`config.mk`:
```
export PLATFORM = sky130hd
export DESIGN_NAME = gamepad_multitap_port
export DESIGN_NICKNAME = d
export VERILOG_FILES = /design/src/sv/gmp_pkg.sv /design/src/sv/gmp_read_unit.sv /design/src/sv/gamepad_multitap_port.sv
export SDC_FILE = /design/constraint.sdc
export NUM_CORES = 1
export LEC_CHECK = 0
export BUFFER_PORTS_ARGS = -buffer_cell sky130_fd_sc_hd__buf_2
export CAP_MARGIN = 20
export CORE_MARGIN = 3
export CORE_UTILIZATION = 23
export CTS_BUF_LIST = sky130_fd_sc_hd__clkbuf_4 sky130_fd_sc_hd__clkbuf_8
export CTS_CLUSTER_SIZE = 16
export DETAILED_ROUTE_END_ITERATION = 8
export HOLD_SLACK_MARGIN = 0.05
export PLACE_DENSITY = 0.5
export SETUP_SLACK_MARGIN = 0.4
export SYNTH_ARGS = -nofsm -noshare
export SYNTH_HDL_FRONTEND = slang
export SYNTH_SLANG_ARGS = --single-unit
```
`constraint.sdc`:
```
create_clock -name clk -period 3.55 [get_ports clk]
set_input_delay 0.355 -clock clk [delete_from_list [all_inputs] [get_ports clk]]
set_output_delay 0.355 -clock clk [all_outputs]
set_load 0.01 [all_outputs]
```
`src/sv/gmp_pkg.sv`:
```
`default_nettype none
package gmp_pkg;

  localparam logic [15:0] PORT_ZERO_ADDR = 16'h4016;
  localparam logic [15:0] PORT_ONE_ADDR  = 16'h4017;
  localparam logic [7:0]  PAD_MARK       = 8'h40;
  localparam logic [7:0]  SIG_BIT        = 8'h01;
  localparam logic [4:0]  SIG_COUNT_ZERO = 5'd19;
  localparam logic [4:0]  SIG_COUNT_ONE  = 5'd18;
  localparam logic [4:0]  LAST_COUNT     = 5'd23;
  localparam logic [4:0]  NEAR_END       = 5'd8;
  localparam logic [4:0]  FAR_END        = 5'd16;

  localparam logic OP_READ  = 1'b0;
  localparam logic OP_WRITE = 1'b1;

  localparam int ITEM_W  = 62;
  localparam int TDATA_W = 64;

  localparam logic [2:0] REG_ZAPPER_ENABLE = 3'd0;

  // first declared member lands in the highest bits
  typedef struct packed {
    logic [4:0]  zapper_bits;
    logic [7:0]  pad_four_buttons;
    logic [7:0]  pad_three_buttons;
    logic [7:0]  pad_two_buttons;
    logic [7:0]  pad_one_buttons;
    logic [7:0]  write_value;
    logic [15:0] address;
    logic        op;
  } gmp_item_t;

  typedef struct packed {
    logic [7:0] data;
    logic [4:0] count_next;
  } gmp_bit_t;

endpackage
`default_nettype wire

```
`src/sv/gmp_read_unit.sv`:
```
`default_nettype none
module gmp_read_unit
  import gmp_pkg::*;
(
  input  wire logic [4:0] count,
  input  wire logic [7:0] near_pad,
  input  wire logic [7:0] far_pad,
  input  wire logic [4:0] sig_count,
  output gmp_bit_t        result
);

  always_comb begin
    result.data       = 8'h00;
    result.count_next = count + 5'd1;
    if (count >= LAST_COUNT) begin
      result.count_next = 5'd0;
    end else if (count < NEAR_END) begin
      result.data = PAD_MARK | {7'd0, near_pad[count[2:0]]};
    end else if (count < FAR_END) begin
      result.data = PAD_MARK | {7'd0, far_pad[count[2:0]]};
    end else if (count == sig_count) begin
      result.data = SIG_BIT;
    end
  end

endmodule
`default_nettype wire

```
`src/sv/gamepad_multitap_port.sv`:
```
// A transaction sits in the input register; its result goes to the output register.
// Throughput: one transaction per cycle unless stalled; read/strobe logic is single-pass.
// A stalled result waits in the output register while the input register holds one more.
// Reset (rst, synchronous): strobe level, both read counters and zapper_enable
// clear; both register stages empty.
`default_nettype none
module gamepad_multitap_port
  import gmp_pkg::*;
(
  input  wire logic                clk,
  input  wire logic                rst,
  input  wire logic                s_tvalid,
  output logic                     s_tready,
  // [0] op, [16:1] address, [24:17] write_value, [32:25] pad_one_buttons,
  // [40:33] pad_two_buttons, [48:41] pad_three_buttons,
  // [56:49] pad_four_buttons, [61:57] zapper_bits, [63:62] zero
  input  wire logic [TDATA_W-1:0]  s_tdata,
  output logic                     m_tvalid,
  input  wire logic                m_tready,
  // [7:0] read_data
  output logic [7:0]               m_tdata,
  input  wire logic                psel,
  input  wire logic                penable,
  input  wire logic                pwrite,
  input  wire logic [2:0]          paddr,
  input  wire logic [31:0]         pwdata,
  output logic [31:0]              prdata,
  output logic                     pready
);

  logic      zapper_enable;
  logic      strobe_level;
  logic      strobe_level_next;
  logic [4:0] port_zero_count;
  logic [4:0] port_zero_count_next;
  logic [4:0] port_one_count;
  logic [4:0] port_one_count_next;

  logic       in_valid;
  gmp_item_t  in_item;
  logic       advance;
  logic [7:0] read_data_next;

  gmp_bit_t   zero_bit;
  gmp_bit_t   one_bit;
  logic       is_zero_port;
  logic       is_one_port;

  assign pready = 1'b1;
  assign prdata = {31'd0, zapper_enable};

  always_ff @(posedge clk) begin
    if (rst) begin
      zapper_enable <= 1'b0;
    end else if (psel && penable && pwrite && paddr[2] == REG_ZAPPER_ENABLE[2]) begin
      zapper_enable <= pwdata[0];
    end
  end

  assign advance  = in_valid && (!m_tvalid || m_tready);
  assign s_tready = !in_valid || advance;

  always_ff @(posedge clk) begin
    if (rst) begin
      in_valid <= 1'b0;
    end else if (s_tready) begin
      in_valid <= s_tvalid;
    end
  end

  always_ff @(posedge clk) begin
    if (s_tready && s_tvalid) begin
      in_item <= gmp_item_t'(s_tdata[ITEM_W-1:0]);
    end
  end

  gmp_read_unit u_zero (
    .count     (port_zero_count),
    .near_pad  (in_item.pad_one_buttons),
    .far_pad   (in_item.pad_three_buttons),
    .sig_count (SIG_COUNT_ZERO),
    .result    (zero_bit)
  );

  gmp_read_unit u_one (
    .count     (port_one_count),
    .near_pad  (in_item.pad_two_buttons),
    .far_pad   (in_item.pad_four_buttons),
    .sig_count (SIG_COUNT_ONE),
    .result    (one_bit)
  );

  assign is_zero_port = in_item.address == PORT_ZERO_ADDR;
  assign is_one_port  = in_item.address == PORT_ONE_ADDR;

  always_comb begin
    strobe_level_next    = strobe_level;
    port_zero_count_next = port_zero_count;
    port_one_count_next  = port_one_count;
    read_data_next       = 8'h00;
    if (in_item.op == OP_WRITE) begin
      if (is_zero_port) begin
        strobe_level_next = in_item.write_value[0];
        if (!in_item.write_value[0] && strobe_level) begin
          port_zero_count_next = 5'd0;
          port_one_count_next  = 5'd0;
        end
      end
    end else if (is_zero_port) begin
      read_data_next       = zero_bit.data;
      port_zero_count_next = zero_bit.count_next;
    end else if (is_one_port) begin
      read_data_next      = one_bit.data |
                            {3'd0, in_item.zapper_bits & {5{zapper_enable}}};
      port_one_count_next = one_bit.count_next;
    end
  end

  always_ff @(posedge clk) begin
    if (rst) begin
      strobe_level    <= 1'b0;
      port_zero_count <= 5'd0;
      port_one_count  <= 5'd0;
    end else if (advance) begin
      strobe_level    <= strobe_level_next;
      port_zero_count <= port_zero_count_next;
      port_one_count  <= port_one_count_next;
    end
  end

  always_ff @(posedge clk) begin
    if (rst) begin
      m_tvalid <= 1'b0;
    end else if (advance) begin
      m_tvalid <= 1'b1;
    end else if (m_tready) begin
      m_tvalid <= 1'b0;
    end
  end

  always_ff @(posedge clk) begin
    if (advance) begin
      m_tdata <= read_data_next;
    end
  end

endmodule
`default_nettype wire

```
* After elaboration in Yosys (flattened, before gate mapping)
Index checks and enable logic that the tools add are counted.
** Operators by class
- Mux-type cells :: 29
- Magnitude comparators :: 8
- Reduce and logical (&&, ||, !) cells :: 16
- Bitwise gates (word level) :: 3
- Equal/unequal tests :: 8
- Add/sub/neg operators :: 2
** Operators by type and width (count)
- $mux W8 :: 8
- $mux W5 :: 9
- $eq A16 B15 Y1 const B :: 2
- $bmux W1 S3 :: 4
- $add A5 B1 Y5 const B :: 2
- $eq A5 B5 Y1 const B :: 2
- $ge A5 B5 Y1 const B :: 2
- $lt A5 B4 Y1 const B :: 2
- $lt A5 B5 Y1 const B :: 2
- $lt A3 B4 Y1 const B :: 2
- $mux W1 :: 8
- $or A8 B5 Y8 :: 1
- $logic_and A1 B1 Y1 :: 6
- $ne A2 B1 Y1 const B :: 3
- $reduce_and A3 Y1 :: 2
- $and A5 B5 Y5 :: 1
- $reduce_and A5 Y1 :: 1
- $reduce_bool A2 Y1 :: 2
- $logic_not A1 Y1 :: 3
- $logic_or A1 B1 Y1 :: 2
- $ne A2 B2 Y1 const B :: 1
- $not A1 Y1 :: 1
** Word-level totals
- Bits in registers :: 77
- Output and inout port bits :: 43
- Input bits :: 106
- Word-level logic and storage cells :: 81

* Logic depth before layout (Yosys ltp)
- Depth after elaboration :: 8
- Gate-level depth with buffers :: 7

* Cells and area by module
Synthesis repeated with hierarchy kept, for this count alone.
** Second synthesis, totals
- Cells, all modules :: 295
- Area, all modules :: 3791.1 sq um
** By module, submodules not included
- gamepad_multitap_port :: cells each 200, instances 1, area an instance 3006.6 sq um
- gmp_read_unit at u_zero :: cells each 43, instances 1, area an instance 396.6 sq um
- gmp_read_unit at u_one :: cells each 52, instances 1, area an instance 387.9 sq um

* Worst setup path after synthesis
Ideal clock, no wire load.
- Path type :: reg2reg
- From :: reg m_tvalid
- To :: reg in_item[0] (netlist name), enable pin
- Clock period less this slack :: 2.364 ns
- Cell stages (with the launch flop) :: 4
- Required time :: 3.131 ns
- Setup slack :: 1.186 ns
- Library setup time :: 0.419 ns
- Arrival :: 1.945 ns
- Path through :: dfxtp_1 -> nor2b_1 -> nand2_1 -> and2_1
** Between the ends
- Word-level cells in the longest chain between the ends :: 5
** Ends and longest elaborated chain
- from (decl) :: RTL line gamepad_multitap_port.sv:18 : output logic m_tvalid,
- from (signal assigned) :: RTL line gamepad_multitap_port.sv:133 : m_tvalid <= 1'b0;
- from (signal assigned) :: RTL line gamepad_multitap_port.sv:135 : m_tvalid <= 1'b1;
- from (signal assigned) :: RTL line gamepad_multitap_port.sv:137 : m_tvalid <= 1'b0;
- $logic_not A1 Y1 :: RTL line gamepad_multitap_port.sv:60 : assign advance = in_valid && (!m_tvalid || m_tready);
- $logic_or A1 B1 Y1 :: RTL line gamepad_multitap_port.sv:60
- $logic_and A1 B1 Y1 :: RTL line gamepad_multitap_port.sv:60
- $logic_or A1 B1 Y1 :: RTL line gamepad_multitap_port.sv:61 : assign s_tready = !in_valid || advance;
- named net s_tready :: RTL line gamepad_multitap_port.sv:13 : output logic s_tready,
- $logic_and A1 B1 Y1 :: RTL line gamepad_multitap_port.sv:72 : if (s_tready && s_tvalid) begin
- to (signal assigned) :: RTL line gamepad_multitap_port.sv:73 : in_item <= gmp_item_t'(s_tdata[ITEM_W-1:0]);
- to (decl) :: RTL line gamepad_multitap_port.sv:40 : gmp_item_t in_item;
The timed path passes the listed nets, and every way through them passes these cells.
A chain may end at the register's enable or synchronous reset.

* Worst setup path in the final report
- From :: reg in_item[10] (netlist name)
- To :: reg port_zero_count[3]
** Between the ends
- Word-level cells in the longest chain between the ends :: 2
** Ends and longest elaborated chain
- $eq A16 B15 Y1 :: RTL line gamepad_multitap_port.sv:93 : assign is_zero_port = in_item.address == PORT_ZERO_ADDR;
- $reduce_and A3 Y1 (no line)
- to (signal assigned) :: RTL line gamepad_multitap_port.sv:126 : port_zero_count <= port_zero_count_next;
- to (decl) :: RTL line gamepad_multitap_port.sv:34 : logic [4:0] port_zero_count;
Every way passes these cells.

==> impl_metrics.env <==
export IMPL_via_per_inst=4.03
export IMPL_cts_htree_levels=3
export IMPL_hp_class="primary input to register"
export IMPL_synthAdderAreaFrac=0.0112
export IMPL_grt_start_max_net_pins=32
export IMPL_skew_ns=0.00813
export IMPL_max_freq_mhz=473
export IMPL_p_leak_nw=1.47
export IMPL_final_util=0.283
export IMPL_dp_hpwl_um=4550
export IMPL_relSlewSlack=0.606
export IMPL_endpoint_kind="register"
export IMPL_startpoint_type="register"
export IMPL_grt_pass1_wl_um=10200
export IMPL_nets=421
export IMPL_critPathKind="register to register"
export IMPL_cts_resized=0
export IMPL_synth_compound_area_frac=0.0760
export IMPL_wire_per_inst_um=12.7
export IMPL_ioPinCount=149
export IMPL_hold_buffers=0
export IMPL_place_gp_congestion=0.735
export IMPL_num_vias=2001
export IMPL_drc=0
export IMPL_synthArstFlopShare=0
export IMPL_cap_violations=0
export IMPL_cts_max_path_buffers=2
export IMPL_ant_nets=0
export IMPL_path_max_fanout=9
export IMPL_cts_sinks=75
export IMPL_fin_area_um2=3980
export IMPL_syn_to_final_growth_pct=19.1
export IMPL_syn_cell_area_um2=3340
export IMPL_fp_dieH_um=127
export IMPL_synth_top_cell_by_area="edfxtp_1"
export IMPL_io_buffers=72
export IMPL_ys_ff_latch=75
export IMPL_core_um2=14000
export IMPL_slowest_stage="a2111oi_4"
export IMPL_post_cts_setup_buffer_count=0
export IMPL_ys_seq_area_frac=0.632
export IMPL_fin_tns_setup_ns=0
export IMPL_period_needed_ns=2.11
export IMPL_final_cell_mix="buf_2 (72), edfxtp_1 (61), conb_1 (34), dfxtp_1 (14), nand2_1 (12)"
export IMPL_ir_drop_mv=0.307
export IMPL_synthSimpleGateAreaFrac=0.127
export IMPL_antenna_found_initial=0
export IMPL_chipWidth_um=127
export IMPL_rsz0062_at_grt="no"
export IMPL_status="completed"
export IMPL_crit_chain="nor4_4, nand4_4, a2111oi_4, a31oi_1, a311oi_1"
export IMPL_crit_family="compound AO/OA/AOI/OAI gates"
export IMPL_cpPeakStageDelay_ns=0.60
export IMPL_cts_root_buf="clkbuf_8"
export IMPL_worst_path_buf_inv=0
export IMPL_hold_viol=0
export IMPL_synth_xor_area_share=0
export IMPL_first_iter_violations=98
export IMPL_grt_usage=0.0816
export IMPL_n_antenna_cell=0
export IMPL_clk_pin_slew_worst_paths_ns=0.08
export IMPL_fill_cells=1463
export IMPL_synth_mux_area_frac=0.0588
export IMPL_drive_above_1_share=0.328
export IMPL_yosysWarningCount=0
export IMPL_powerDensity_nw_per_um2=460
export IMPL_place_area_um2=3760
export IMPL_cts_tree="built"
export IMPL_synth_cells=239
export IMPL_wirelength_um=6300
export IMPL_drtPass1Iterations=4
export IMPL_initial_utilization=0.238
export IMPL_ys_types=49
export IMPL_synth_top_family_by_area="simple AND/OR/NAND/NOR gates"
export IMPL_synth_area_leaders="edfxtp_1 (55%), dfxtp_1 (8.4%), buf_4 (7.9%)"
export IMPL_fp_dieArea_um2=16000
export IMPL_worstMarginPinSlew_ns=0.591
export IMPL_clk_latency_ns=0.35
export IMPL_syn_avg_cell_area_um2=14.0
export IMPL_setup_viol=0
export IMPL_layout_commonest_cell="buf_2"
export IMPL_synth_edf_count=61
export IMPL_grt_pass1_vias=2040
export IMPL_cts_made_buffers=9
export IMPL_crit_required_ns=3.81
export IMPL_cp_arrival_ns=2.37
export IMPL_synth_top_area_share=0.548
export IMPL_ys_flop_type="edfxtp_1"
export IMPL_grt_overflow=0
export IMPL_num_rows=43
export IMPL_report_final_slew_viol_count=0
export IMPL_post_route_period_util=0.595
area by class of cell:
class / instances / area [um2] / share of cell area
Timing Repair Buffer: 73 / 368 / 0.0925
Tap cell: 180 / 225 / 0.0566
Inverter: 4 / 15.0 / 0.00377
Multi-Input combinational cell: 149 / 1040 / 0.262
Sequential cell: 75 / 2110 / 0.531
Clock inverter: 5 / 77.6 / 0.0195
Clock buffer: 11 / 139 / 0.0349
kinds of logic (layout without fill, tap and decap cells):
kind of cell,Yosys count,after routing
flip-flops,75,75
AND/OR/NAND/NOR,65,65
buffers and inverters,47,93
AO/OA/AOI/OAI,35,35
multiplexers,12,12
adder cells (fa/ha/maj),3,3
other,2,34
sequential cells by signal, indices dropped and copies added, names as in the netlist:
signal           cells
m_tvalid             1
port_zero_count      5
m_tdata              6
port_one_count       5
in_valid             1
zapper_enable        1
in_item             55
strobe_level         1
cell usage after synthesis, drive strengths merged, types with 4 or more instances:
cell and n:
edfxtp 61, and2 5, inv 4, a21oi 11, dfxtp 14, buf 36
nor2b 4, nand2b 8, clkbuf 7, a31oi 4, mux2i 5, mux4 6
nand2 12, nor2 10
power breakdown:
group          total, mW  switching [mW]  internal (mW)
clock network      0.718           0.309          0.409
logic             0.0989          0.0568         0.0421
registers           1.01          0.0166          0.996
per-layer routing:
metal | routed length, um | up-vias | track usage
li1 | - | 970 | -
met1 | 2720 | 935 | 0.0988
met2 | 2990 | 83 | 0.129
met3 | 451 | 13 | 0.0236
met4 | 134 | 0 | 0.0479
met5 | 0 | - | 0
path summary, 6_finish.rpt:
kind / from / end / slack [ns] / cells past startpoint
worst max-delay path: in_item[10] / port_zero_count[3] / 1.44 / 5
worst min-delay path: s_tdata[42] / in_item[42] / 0.18 / 1
worst max register to register: in_item[10] / port_zero_count[3] / 1.44 / 5
worst min register to register: in_item[61] / m_tdata[4] / 0.52 / 1
metrics by stage:
stage          power, mW  hold WS [ns]  setup slack [ns]  cells
2_1_floorplan       1.11         0.427              1.19    271
3_3_place_gp        1.13         0.490              1.43    481
4_1_cts             1.87         0.145              1.39    497
3_5_place_dp        1.13         0.507              1.41    481
6_report            1.83         0.175              1.44    497
5_1_grt             1.92         0.151              1.22    497
Note: power is estimated with default switching activity, not from simulation.
